--- src/cfdp_pkg.sv ---
`default_nettype none
package cfdp_pkg;

  localparam int HALF_ROWS    = 240;
  localparam int GROUPS       = 48;
  localparam int IMAGE_WORDS  = 10;
  localparam int INFO_WORDS   = 2;
  localparam int DARK_TOP     = 6;
  localparam int DARK_MID     = 7;
  localparam int DARK_BOTTOM  = 7;

  localparam int GROUP_WORDS  = IMAGE_WORDS + INFO_WORDS;
  localparam int IMAGE_WIDTH  = GROUPS * IMAGE_WORDS;
  localparam int TOTAL_ROWS   = DARK_TOP + HALF_ROWS + DARK_MID + HALF_ROWS + DARK_BOTTOM;
  localparam int BOTTOM_START = DARK_TOP + HALF_ROWS + DARK_MID;
  localparam int STORE_DEPTH  = 2 * HALF_ROWS * IMAGE_WIDTH;

  localparam int ADDR_W  = $clog2(STORE_DEPTH + 1);
  localparam int PIX_W   = 18;
  localparam int RAW_W   = 16;
  localparam int VAL_W   = 17;
  localparam int COORD_W = 9;
  localparam int ROW_W   = $clog2(TOTAL_ROWS + 1);
  localparam int POS_W   = $clog2(GROUP_WORDS);
  localparam int GRP_W   = $clog2(GROUPS);

  localparam int QUEUE_DEPTH = 2;
  localparam int QPTR_W      = $clog2(QUEUE_DEPTH);
  localparam int QCNT_W      = $clog2(QUEUE_DEPTH + 1);

  localparam logic [PIX_W-1:0] PED_OFFSET = PIX_W'(32'h10000);

  localparam int IN_DATA_W  = 24;
  localparam int OUT_DATA_W = 40;

  typedef enum logic {
    CmdLoad,
    CmdPixel
  } cmd_op_e;

  typedef struct packed {
    cmd_op_e              op;
    logic [ADDR_W-1:0]    addr;
    logic [PIX_W-1:0]     data;
    logic [COORD_W-1:0]   x;
    logic [COORD_W-1:0]   y;
    logic                 last;
  } cmd_t;

  typedef struct packed {
    logic valid;
    logic full;
  } q_status_t;

endpackage
`default_nettype wire

--- src/cfdp_queue.sv ---
`default_nettype none
module cfdp_queue
  import cfdp_pkg::*;
(
  input  wire logic  clk_i,
  input  wire logic  rst_ni,
  input  wire logic  push_i,
  input  wire cmd_t  cmd_i,
  input  wire logic  pop_i,
  output q_status_t  status_o,
  output cmd_t       cmd_o
);

  cmd_t              mem_q [QUEUE_DEPTH];
  logic [QPTR_W-1:0] wptr_q, wptr_d, rptr_q, rptr_d;
  logic [QCNT_W-1:0] cnt_q, cnt_d;
  logic              do_push, do_pop;

  assign status_o.valid = cnt_q != '0;
  assign status_o.full  = cnt_q == QCNT_W'(QUEUE_DEPTH);
  assign do_push = push_i && !status_o.full;
  assign do_pop  = pop_i && status_o.valid;
  assign cmd_o   = mem_q[rptr_q];

  always_comb begin
    wptr_d = wptr_q;
    rptr_d = rptr_q;
    cnt_d  = cnt_q;
    if (do_push) begin
      wptr_d = (wptr_q == QPTR_W'(QUEUE_DEPTH - 1)) ? '0 : wptr_q + 1'b1;
    end
    if (do_pop) begin
      rptr_d = (rptr_q == QPTR_W'(QUEUE_DEPTH - 1)) ? '0 : rptr_q + 1'b1;
    end
    unique case ({do_push, do_pop})
      2'b10:   cnt_d = cnt_q + 1'b1;
      2'b01:   cnt_d = cnt_q - 1'b1;
      default: cnt_d = cnt_q;
    endcase
  end

  always_ff @(posedge clk_i or negedge rst_ni) begin
    if (!rst_ni) begin
      wptr_q <= '0;
      rptr_q <= '0;
      cnt_q  <= '0;
    end else begin
      wptr_q <= wptr_d;
      rptr_q <= rptr_d;
      cnt_q  <= cnt_d;
    end
  end

  always_ff @(posedge clk_i) begin
    if (do_push) begin
      mem_q[wptr_q] <= cmd_i;
    end
  end

endmodule
`default_nettype wire

--- config.mk ---
export PLATFORM = sky130hd
export DESIGN_NAME = cfdp_queue
export DESIGN_NICKNAME = d
export VERILOG_FILES = /design/src/cfdp_pkg.sv /design/src/cfdp_queue.sv
export SDC_FILE = /design/constraint.sdc
export NUM_CORES = 1
export LEC_CHECK = 0
export ABC_AREA = 1
export BUFFER_PORTS_ARGS = -buffer_cell sky130_fd_sc_hd__buf_2
export CAP_MARGIN = 20
export CORE_MARGIN = 2
export CORE_UTILIZATION = 40
export DETAILED_ROUTE_END_ITERATION = 8
export GPL_ROUTABILITY_DRIVEN = 0
export GPL_TIMING_DRIVEN = 0
export HOLD_SLACK_MARGIN = 0.05
export PLACE_DENSITY = 0.72
export SYNTH_ARGS = -nofsm -noshare
export SYNTH_HDL_FRONTEND = slang
export SYNTH_SLANG_ARGS = --single-unit
--- constraint.sdc ---
create_clock -name clk_i -period 8.9 [get_ports clk_i]
set_input_delay 2.67 -clock clk_i [delete_from_list [all_inputs] [get_ports clk_i]]
set_output_delay 2.67 -clock clk_i [all_outputs]
set_load 0.02 [all_outputs]
==> out/metrics.yaml <==
status: "completed"
grt_pass1_wl_um: 12400
powerDensity_nw_per_um2: 379
start_kind: "register"
clock.fmax_mhz: 227
yosysTopAreaCellShare_pct: 78.3
cp-startpoint: "rptr_q"
ys_seq_area_share_pct: 80.7
numClockSinks: 116
antenna_found_initial: 0
initial_utilization_pct: 41.4
nNetsFinal: 524
wl_per_cell_um: 13.2
grt_use_total_pct: 14.7
wl_um: 8060
die_w_um: 108
placedInstanceArea_um2: 5120
syn-cell-area_um2: 4290
drc: 0
cts_hold_buf: 0
synthArstFlopShare_pct: 3.45
synth_cells: 324
finalSetupViolCount: 0
clk_pin_slew_ps: 50
hold_viol: 0
grt-ovfl-total: 0
synth_cell_types: 13
port_buffers: 117
irDropWorstVdd_uv: 157
syn_area_per_cell_um2: 13.2
tritoncts: "done"
drive_gt1_share_pct: 33.8
n_fill_cell: 848
h-tree-depth: 4
fin_crit_sh_pct: 49.6
final_antenna_net_count: 0
area_growth_syn_to_layout_pct: 33.5
slew_headroom_pct: 64.4
dpl.hpwl_um: 5470
syn_nets: 385
drv_slew: 0
ys_top_cells_by_count: "nand2_1 (178), edfxtp_1 (112), inv_1 (8)"
cts_made_buffers: 17
r2r-start: "cnt_q[1]"
worstSetupPathType: "reg -> out"
die_y_um: 108
rows: 37
drtIter0Drc: 127
crit_fanout: 10
r2r_end: "mem_q[0][15]"
yosysWarnings: 0
synth_flop_cell: "edfxtp_1"
clk_path_buf_depth: 2
r2r_slack_ps: 7140
die-area_um2: 11600
hp-class: "reg -> reg"
ctsResizeCount: 0
rsz0062_at_grt: "no"
firstDrtPassIters: 6
multi_input_area_um2: 731
hp-start: "cnt_q[1]"
via_per_inst: 4.42
pin_count: 118
worst-endpoint-required_ps: 6230
post-synth-top-count-cell: "nand2_1"
synth_area_leaders: "edfxtp_1 (78%), nand2_1 (16%), dfrtp_1 (2.3%), buf_4 (0.87%), buf_2 (0.82%)"
yosysTopAreaCell: "edfxtp_1"
grt_max_degree: 35
cts_setup_buffers: 0
synth_seq_cells: 116
end_kind: "primary output"
p_leak_nw: 2.52
period_minus_slack_ps: 4410
design_area_um2: 5730
worstSetupEndpoint: "cmd_o[14]"
drv_cap: 0
arrival_ps: 1740
regArea_um2: 3460
clk_latency_ps: 500
worst_clock_skew_ps: 4.25
diodes: 0
route.vias.total: 2707
synth-edff-count: 112
worst_slew_pin_slew_ps: 528
grt_pass1_vias: 2604
ff2ff_path_depth: 6
fp.coreArea_um2: 10400
setup_tns_ps: 0
clockRootBuffer: "clkbuf_8"
stage by stage:
stage | hold WS [ps] | cells | setup slack [ps] | util, % | power (mW)
floorplan | 442 | 324 | 3270 | - | 1.24
global placement | 457 | 577 | 1910 | 48.7 | 1.48
detailed placement | 482 | 580 | 4950 | 49.4 | 1.50
CTS | 512 | 612 | 4420 | 55.3 | 2.21
global route | 528 | 612 | 4340 | 55.3 | 2.30
finish | 513 | 612 | 4490 | 55.3 | 2.18
placed cells by master, fill, tap and decap left out, drive strengths merged:
cell type  Yosys  layout
clkbuf         0      19
nand4          1       1
inv            9       9
dfrtp          4       4
nand2        178     178
nand3          3       3
edfxtp       112     112
clkinv         0       7
o21ai          1       1
xnor2          1       1
nor2           2       2
buf           12     132
clkinvlp       0       1
bufinv         0       5
ha             1       1
how the worst min path moves through the flow:
stage / to / slack (ps) / cells after the start
floorplan: cnt_q[1] / 440 / 2
global placement: cnt_q[1] / 460 / 2
CTS: cnt_q[1] / 510 / 2
global route: cnt_q[1] / 530 / 2
finish: cnt_q[1] / 510 / 2
detailed placement: cnt_q[1] / 480 / 2
area by class of cell:
cell class | instances | share of cell area, %
Clock inverter | 13 | 3.27
Clock buffer | 19 | 7.35
Multi-Input combinational cell | 187 | 12.7
Tap cell | 136 | 2.97
Buffer | 12 | 1.27
Timing Repair Buffer | 120 | 11.4
Sequential cell | 116 | 60.4
Inverter | 9 | 0.589
logic make-up after synthesis:
kind of cell | count (synthesis) | share of synthesized area, %
AOI/OAI and AO/OA | 1 | 0.116
xor gates and xnor gates | 1 | 0.204
adders and majority gates | 1 | 0.291
buffers and inverters | 21 | 2.48
DFF | 116 | 80.7
and+or+nand+nor | 184 | 16.2
metal layers:
metal | share of wire (%) | global-route usage [%] | vias to the layer above
met5 | 0 | 0 | -
met2 | 49 | 23.5 | 85
li1 | - | - | 1364
met1 | 42 | 17.3 | 1244
met4 | 2.0 | 7.51 | 0
met3 | 6.7 | 5.69 | 14
where the power goes:
| group | switching [mW] | internal, mW | total, mW |
|---|---|---|---|
| sequential | 0.0307 | 0.746 | 0.776 |
| combinational | 0.489 | 0.215 | 0.704 |
| clock | 0.219 | 0.476 | 0.695 |
| total | 0.738 | 1.44 | 2.18 |
registers in the layout (all words and copies together), names as in the netlist:
name and flops:
cnt_q 2, wptr_q 1, mem_q 112, rptr_q 1
critical path, cell delays in order, from the launching register on:
cell and delay [ps]:
dfrtp_1 410, inv_2 70, buf_2 240, buf_4 220, nand2_1 60, nand2_1 60, buf_2 160
(Power assumes the default switching activity.)
