<file path="src/cfdp_pkg.sv">
`default_nettype none
package cfdp_pkg;

  localparam int HALF_ROWS    = 240;
  localparam int GROUPS       = 48;
  localparam int IMAGE_WORDS  = 10;
  localparam int INFO_WORDS   = 2;
  localparam int DARK_TOP     = 6;
  localparam int DARK_MID     = 7;
  localparam int DARK_BOTTOM  = 7;

  localparam int GROUP_WORDS  = IMAGE_WORDS + INFO_WORDS;
  localparam int IMAGE_WIDTH  = GROUPS * IMAGE_WORDS;
  localparam int TOTAL_ROWS   = DARK_TOP + HALF_ROWS + DARK_MID + HALF_ROWS + DARK_BOTTOM;
  localparam int BOTTOM_START = DARK_TOP + HALF_ROWS + DARK_MID;
  localparam int STORE_DEPTH  = 2 * HALF_ROWS * IMAGE_WIDTH;

  localparam int ADDR_W  = $clog2(STORE_DEPTH + 1);
  localparam int PIX_W   = 18;
  localparam int RAW_W   = 16;
  localparam int VAL_W   = 17;
  localparam int COORD_W = 9;
  localparam int ROW_W   = $clog2(TOTAL_ROWS + 1);
  localparam int POS_W   = $clog2(GROUP_WORDS);
  localparam int GRP_W   = $clog2(GROUPS);

  localparam int QUEUE_DEPTH = 2;
  localparam int QPTR_W      = $clog2(QUEUE_DEPTH);
  localparam int QCNT_W      = $clog2(QUEUE_DEPTH + 1);

  localparam logic [PIX_W-1:0] PED_OFFSET = PIX_W'(32'h10000);

  localparam int IN_DATA_W  = 24;
  localparam int OUT_DATA_W = 40;

  typedef enum logic {
    CmdLoad,
    CmdPixel
  } cmd_op_e;

  typedef struct packed {
    cmd_op_e              op;
    logic [ADDR_W-1:0]    addr;
    logic [PIX_W-1:0]     data;
    logic [COORD_W-1:0]   x;
    logic [COORD_W-1:0]   y;
    logic                 last;
  } cmd_t;

  typedef struct packed {
    logic valid;
    logic full;
  } q_status_t;

endpackage
`default_nettype wire

</file>
<file path="src/cfdp_front.sv">
`default_nettype none
module cfdp_front
  import cfdp_pkg::*;
(
  input  wire logic                 clk_i,
  input  wire logic                 rst_ni,
  input  wire logic                 valid_i,
  output logic                      ready_o,
  input  wire logic                 kind_i,
  input  wire logic [VAL_W-1:0]     value_i,
  input  wire logic                 first_i,
  input  wire logic                 full_i,
  output logic                      push_o,
  output cmd_t                      cmd_o
);

  logic [ROW_W-1:0]   row_q, row_d, cur_row;
  logic [POS_W-1:0]   pos_q, pos_d, cur_pos;
  logic [GRP_W-1:0]   grp_q, grp_d, cur_grp;
  logic [COORD_W-1:0] xbase_q, xbase_d, cur_xbase;
  logic [ADDR_W-1:0]  img_q, img_d, cur_img;
  logic [ADDR_W-1:0]  li_q, li_d, cur_li;
  logic               accept;
  logic               top_half, bot_half, keep;
  logic [COORD_W-1:0] x, y;
  logic [PIX_W-1:0]   pval;

  assign ready_o = !full_i;
  assign accept  = valid_i && !full_i;

  always_comb begin
    cur_row   = first_i ? '0 : row_q;
    cur_pos   = first_i ? '0 : pos_q;
    cur_grp   = first_i ? '0 : grp_q;
    cur_xbase = first_i ? '0 : xbase_q;
    cur_img   = first_i ? '0 : img_q;
    cur_li    = first_i ? '0 : li_q;

    top_half = (cur_row >= ROW_W'(DARK_TOP)) && (cur_row < ROW_W'(DARK_TOP + HALF_ROWS));
    bot_half = (cur_row >= ROW_W'(BOTTOM_START))
            && (cur_row < ROW_W'(BOTTOM_START + HALF_ROWS));
    keep = 1'b0;
    x    = '0;
    y    = '0;
    if (top_half) begin
      keep = cur_pos < POS_W'(IMAGE_WORDS);
      x    = cur_xbase + COORD_W'(cur_pos);
      y    = COORD_W'(cur_row - ROW_W'(DARK_TOP));
    end else if (bot_half) begin
      keep = cur_pos >= POS_W'(INFO_WORDS);
      x    = cur_xbase + COORD_W'(cur_pos) - COORD_W'(INFO_WORDS);
      y    = COORD_W'(cur_row - ROW_W'(DARK_TOP + DARK_MID));
    end

    pval = {value_i[VAL_W-1], value_i};

    row_d   = row_q;
    pos_d   = pos_q;
    grp_d   = grp_q;
    xbase_d = xbase_q;
    img_d   = img_q;
    li_d    = li_q;
    push_o  = 1'b0;
    cmd_o   = '0;

    if (accept) begin
      if (!kind_i) begin
        li_d = cur_li;
        if (cur_li < ADDR_W'(STORE_DEPTH)) begin
          push_o     = 1'b1;
          cmd_o.op   = CmdLoad;
          cmd_o.addr = cur_li;
          cmd_o.data = PED_OFFSET - pval;
          li_d       = cur_li + 1'b1;
        end
      end else begin
        row_d   = cur_row;
        pos_d   = cur_pos;
        grp_d   = cur_grp;
        xbase_d = cur_xbase;
        img_d   = cur_img;
        if (cur_row < ROW_W'(TOTAL_ROWS)) begin
          if (cur_pos == POS_W'(GROUP_WORDS - 1)) begin
            pos_d = '0;
            if (cur_grp == GRP_W'(GROUPS - 1)) begin
              grp_d   = '0;
              xbase_d = '0;
              row_d   = cur_row + 1'b1;
            end else begin
              grp_d   = cur_grp + 1'b1;
              xbase_d = cur_xbase + COORD_W'(IMAGE_WORDS);
            end
          end else begin
            pos_d = cur_pos + 1'b1;
          end
          if (keep && (cur_img < ADDR_W'(STORE_DEPTH))) begin
            push_o     = 1'b1;
            cmd_o.op   = CmdPixel;
            cmd_o.addr = cur_img;
            cmd_o.data = PIX_W'(value_i[RAW_W-1:0]);
            cmd_o.x    = x;
            cmd_o.y    = y;
            cmd_o.last = cur_img == ADDR_W'(STORE_DEPTH - 1);
            img_d      = cur_img + 1'b1;
          end
        end
      end
    end
  end

  always_ff @(posedge clk_i or negedge rst_ni) begin
    if (!rst_ni) begin
      row_q   <= '0;
      pos_q   <= '0;
      grp_q   <= '0;
      xbase_q <= '0;
      img_q   <= '0;
      li_q    <= '0;
    end else begin
      row_q   <= row_d;
      pos_q   <= pos_d;
      grp_q   <= grp_d;
      xbase_q <= xbase_d;
      img_q   <= img_d;
      li_q    <= li_d;
    end
  end

endmodule
`default_nettype wire

</file>
<file path="config.mk">
export PLATFORM = sky130hd
export DESIGN_NAME = cfdp_front
export DESIGN_NICKNAME = d
export VERILOG_FILES = /design/src/cfdp_pkg.sv /design/src/cfdp_front.sv
export SDC_FILE = /design/constraint.sdc
export NUM_CORES = 1
export LEC_CHECK = 0
export BUFFER_PORTS_ARGS = -buffer_cell sky130_fd_sc_hd__buf_2
export CAP_MARGIN = 30
export CORE_ASPECT_RATIO = 0.8
export CORE_MARGIN = 4
export CORE_UTILIZATION = 45
export CTS_CLUSTER_DIAMETER = 150
export DETAILED_ROUTE_END_ITERATION = 10
export GPL_ROUTABILITY_DRIVEN = 0
export GPL_TIMING_DRIVEN = 0
export PLACE_DENSITY = 0.68
export SYNTH_ARGS = -nofsm -noshare
export SYNTH_HDL_FRONTEND = slang
export SYNTH_SLANG_ARGS = --single-unit
</file>
<file path="constraint.sdc">
create_clock -name clk_i -period 5.7 [get_ports clk_i]
set_input_delay 1.14 -clock clk_i [delete_from_list [all_inputs] [get_ports clk_i]]
set_output_delay 1.14 -clock clk_i [all_outputs]
set_load 0.05 [all_outputs]
</file>
==> run metrics <==
Bufs on Longest Clock Path 2; area grow syn2layout 21.70%; largest incremental delay on the critical path between 400 and 500 ps; number of global-route vias before repair between 5k and 6k; ANT nets after route 0; clock latency on the worst-skew pair 340 ps; detailed placement HPWL 13030 µm; global-route wire length before repair 28800 µm; layout cell share with drive strength beyond 1 20.29%; worst vdd ir 0.0001619 V; gr ovfl total 0; Worst EP arrival around 4400 ps; IO Pins slightly above 80; Post-Syn Area per Cell between 7 and 8 µm²; most frequent cells in the layout nand2_1, buf_2, dfrtp_1; final worst path period share a little over nine tenths; outcome completed; initial antenna violation count 0; Die X about 130 µm; Initial Util 46.56%; Worst setup EP type output pin; non-filler cells, final 986; clk sinks 64; post-synthesis xor/xnor area fraction 7.079%; Die Y 106.4 µm; CTS Buf Count 9; DP Worst Slack -1693 ps; Max H-tree Level 3; CP dominant cell by count buf_8; final worst hold slack 475.6 ps; clock-pin slew on the worst setup and hold paths 60 ps; initial DRC count 693; Synth area leader dfrtp_1; Max Clock Skew between 8 and 9 ps; TNS Setup 0 ps; Fmax 0.1808 GHz; commonest non-fill, non-tap cell in the layout nand2_1; Fin. Hold Viols 0; post-synthesis cell count 736; Setup CP Type in -> out; Crit Path Max Fanout 10; drt drc 0; mux cell area share after synthesis 0.9883%; area fraction of the dominant cell type after synthesis 29.42%; TritonCTS clock tree yes; sequential cell area ~0.0016 mm²; synth warn 0; PwrDens 207.2 mW/mm²; setup ws final 167.7 ps; Pleak 2.699 nW; CORE AREA 0.01169 mm²; crit-path cells buf_4 -> buf_8 -> buf_8 -> buf_8 -> clkbuf_8 -> clkbuf_4 -> buf_6 -> nor2_1 -> ha_1 -> a21o_1 -> xnor2_1 -> nor4_2 -> nand3_1 -> or3_4 -> a21oi_4 -> buf_6; worst-margin pin slew 1022 ps; Multi-input gate area 0.003725 mm²; largest family of logic cells by synthesized area simple AND/OR/NAND/NOR gates; adder-cell area share of the yosys netlist ~3.9%; family with the most delay on the worst path buffers and inverters; synthesized area 0.005444 mm²; cell row count 35; Seq/Total Area, Yosys 29.42%; Post-synth EDFFs 0; total routed wirelength 17940 µm; full die area 0.01393 mm²; Tmin final ~5500 ps; Post-Place Cells 964; drt via density a little over 6; Hold WC Path Type reg -> reg; syn nets around 780; ANT cells 0; startpoint types input pin; Hold Buf Count CTS 0; Final #Nets roughly 870; top_reg_cell synth dfrtp_1; via count 6048; Netlist cell types 62; Required @ worst endpoint between 4000 and 5000 ps; gr usage total 26.00%; Area contributors post-synth dfrtp_1, nand2_1, o21ai_0; largest net degree at the start of global routing 65; post-synthesis async set-or-reset flop share 100.0%; Pins Over Slew Limit 0; FILL cells 1080; drt first pass iters 6; # setup viols final 0; max cap viols 0; CP bufs+invs 8; Avg WL per Cell 18.19 µm; CTS root buf clkbuf_16; Post-Synth Simple-Gate Area 33.42%; Port-buffer cells 79; Pwr Total 1.372 mW; register bit count reported by yosys 64; tightest slew margin relative to the limit 31.29%; CP max-delay cell or3_4; compound-gate portion of the synthesized area 20.50%
-- tightest hold or removal path: stages, from the launching register on --
cell and delay (ps):
dfrtp_1 330, nand2_1 50, nand2_1 60
-- path summary, 6_finish.rpt --
kind	from	end	slack, ps	depth (start not counted)
max in group asynchronous	rst_ni	img_q[13]$_DFFE_PN0P_	4250	1
setup / recovery	first_i	cmd_o[18]	170	16
min in group asynchronous	rst_ni	li_q[9]$_DFFE_PN0P_	900	1
setup reg to reg	pos_q[1]$_DFFE_PN0P_	row_q[6]$_DFFE_PN0P_	2170	10
hold reg to reg	li_q[1]$_DFFE_PN0P_	li_q[1]$_DFFE_PN0P_	480	2
hold / removal	li_q[1]$_DFFE_PN0P_	li_q[1]$_DFFE_PN0P_	480	2
-- stage by stage --
step / instance area [µm²] / util, %
after floorplan: 5534 / -
after global placement: 6115 / 52.30
after detailed placement: 6125 / 52.38
after CTS: 6550 / 56.02
after global routing: 6625 / 56.66
final: 6625 / 56.66
-- logic make-up after synthesis --
kind of cell             count (synthesis)
AND/OR/NAND/NOR                        360
AO/OA/AOI/OAI                          183
multiplexers                             5
flip-flops                              64
adder cells (fa/ha/maj)                 17
XOR/XNOR                                44
buffers and inverters                   63
-- state kept, by name, indices dropped and copies added (netlist names) --
signal	cells
pos_q	4
xbase_q	9
grp_q	6
li_q	18
img_q	18
row_q	9
-- routing by layer --
layer  vias up  share of wire (%)  global-route usage, %
li1       2806                  -                      -
met1      2907                 45                  38.05
met2       305                 46                  38.70
met3        30                7.9                  5.123
met4         0                1.5                  7.416
met5         -                  0                      0
-- what timing repair did --
action / in CTS / in global routing
gates cloned: 0 / 0
buffers inserted: 5 / 2
pin swaps: 1 / 1
gates resized for setup: 28 / 21
endpoints found under the setup margin: 55 / 46
-- area by class of cell --
cell class                 instances  area share [%]
multi-input combinational        609           56.22
sequential                        64           24.17
timing repair buffer              87           7.158
buffer                            45           4.117
clock buffer                      12           3.720
tap                              148           2.795
inverter                          17           1.001
clock inverter                     4          0.8121
-- report_power, final --
group          internal, mW  total, mW  switching (mW)
combinational         0.114      0.316           0.201
clock                 0.351      0.558           0.207
sequential            0.478      0.499          0.0210
-- Yosys cell counts, drive strengths merged, types with 13 or more instances --
library cell / number
xor2: 21
dfrtp: 64
nor3: 29
a21oi: 57
o21ai: 61
nor4: 13
inv: 16
nand3: 31
nor2: 60
ha: 16
nor2b: 22
clkbuf: 34
xnor2: 23
nand2: 126
and2: 13
nand4: 13
No activity file was read; power rests on OpenSTA's default activity.
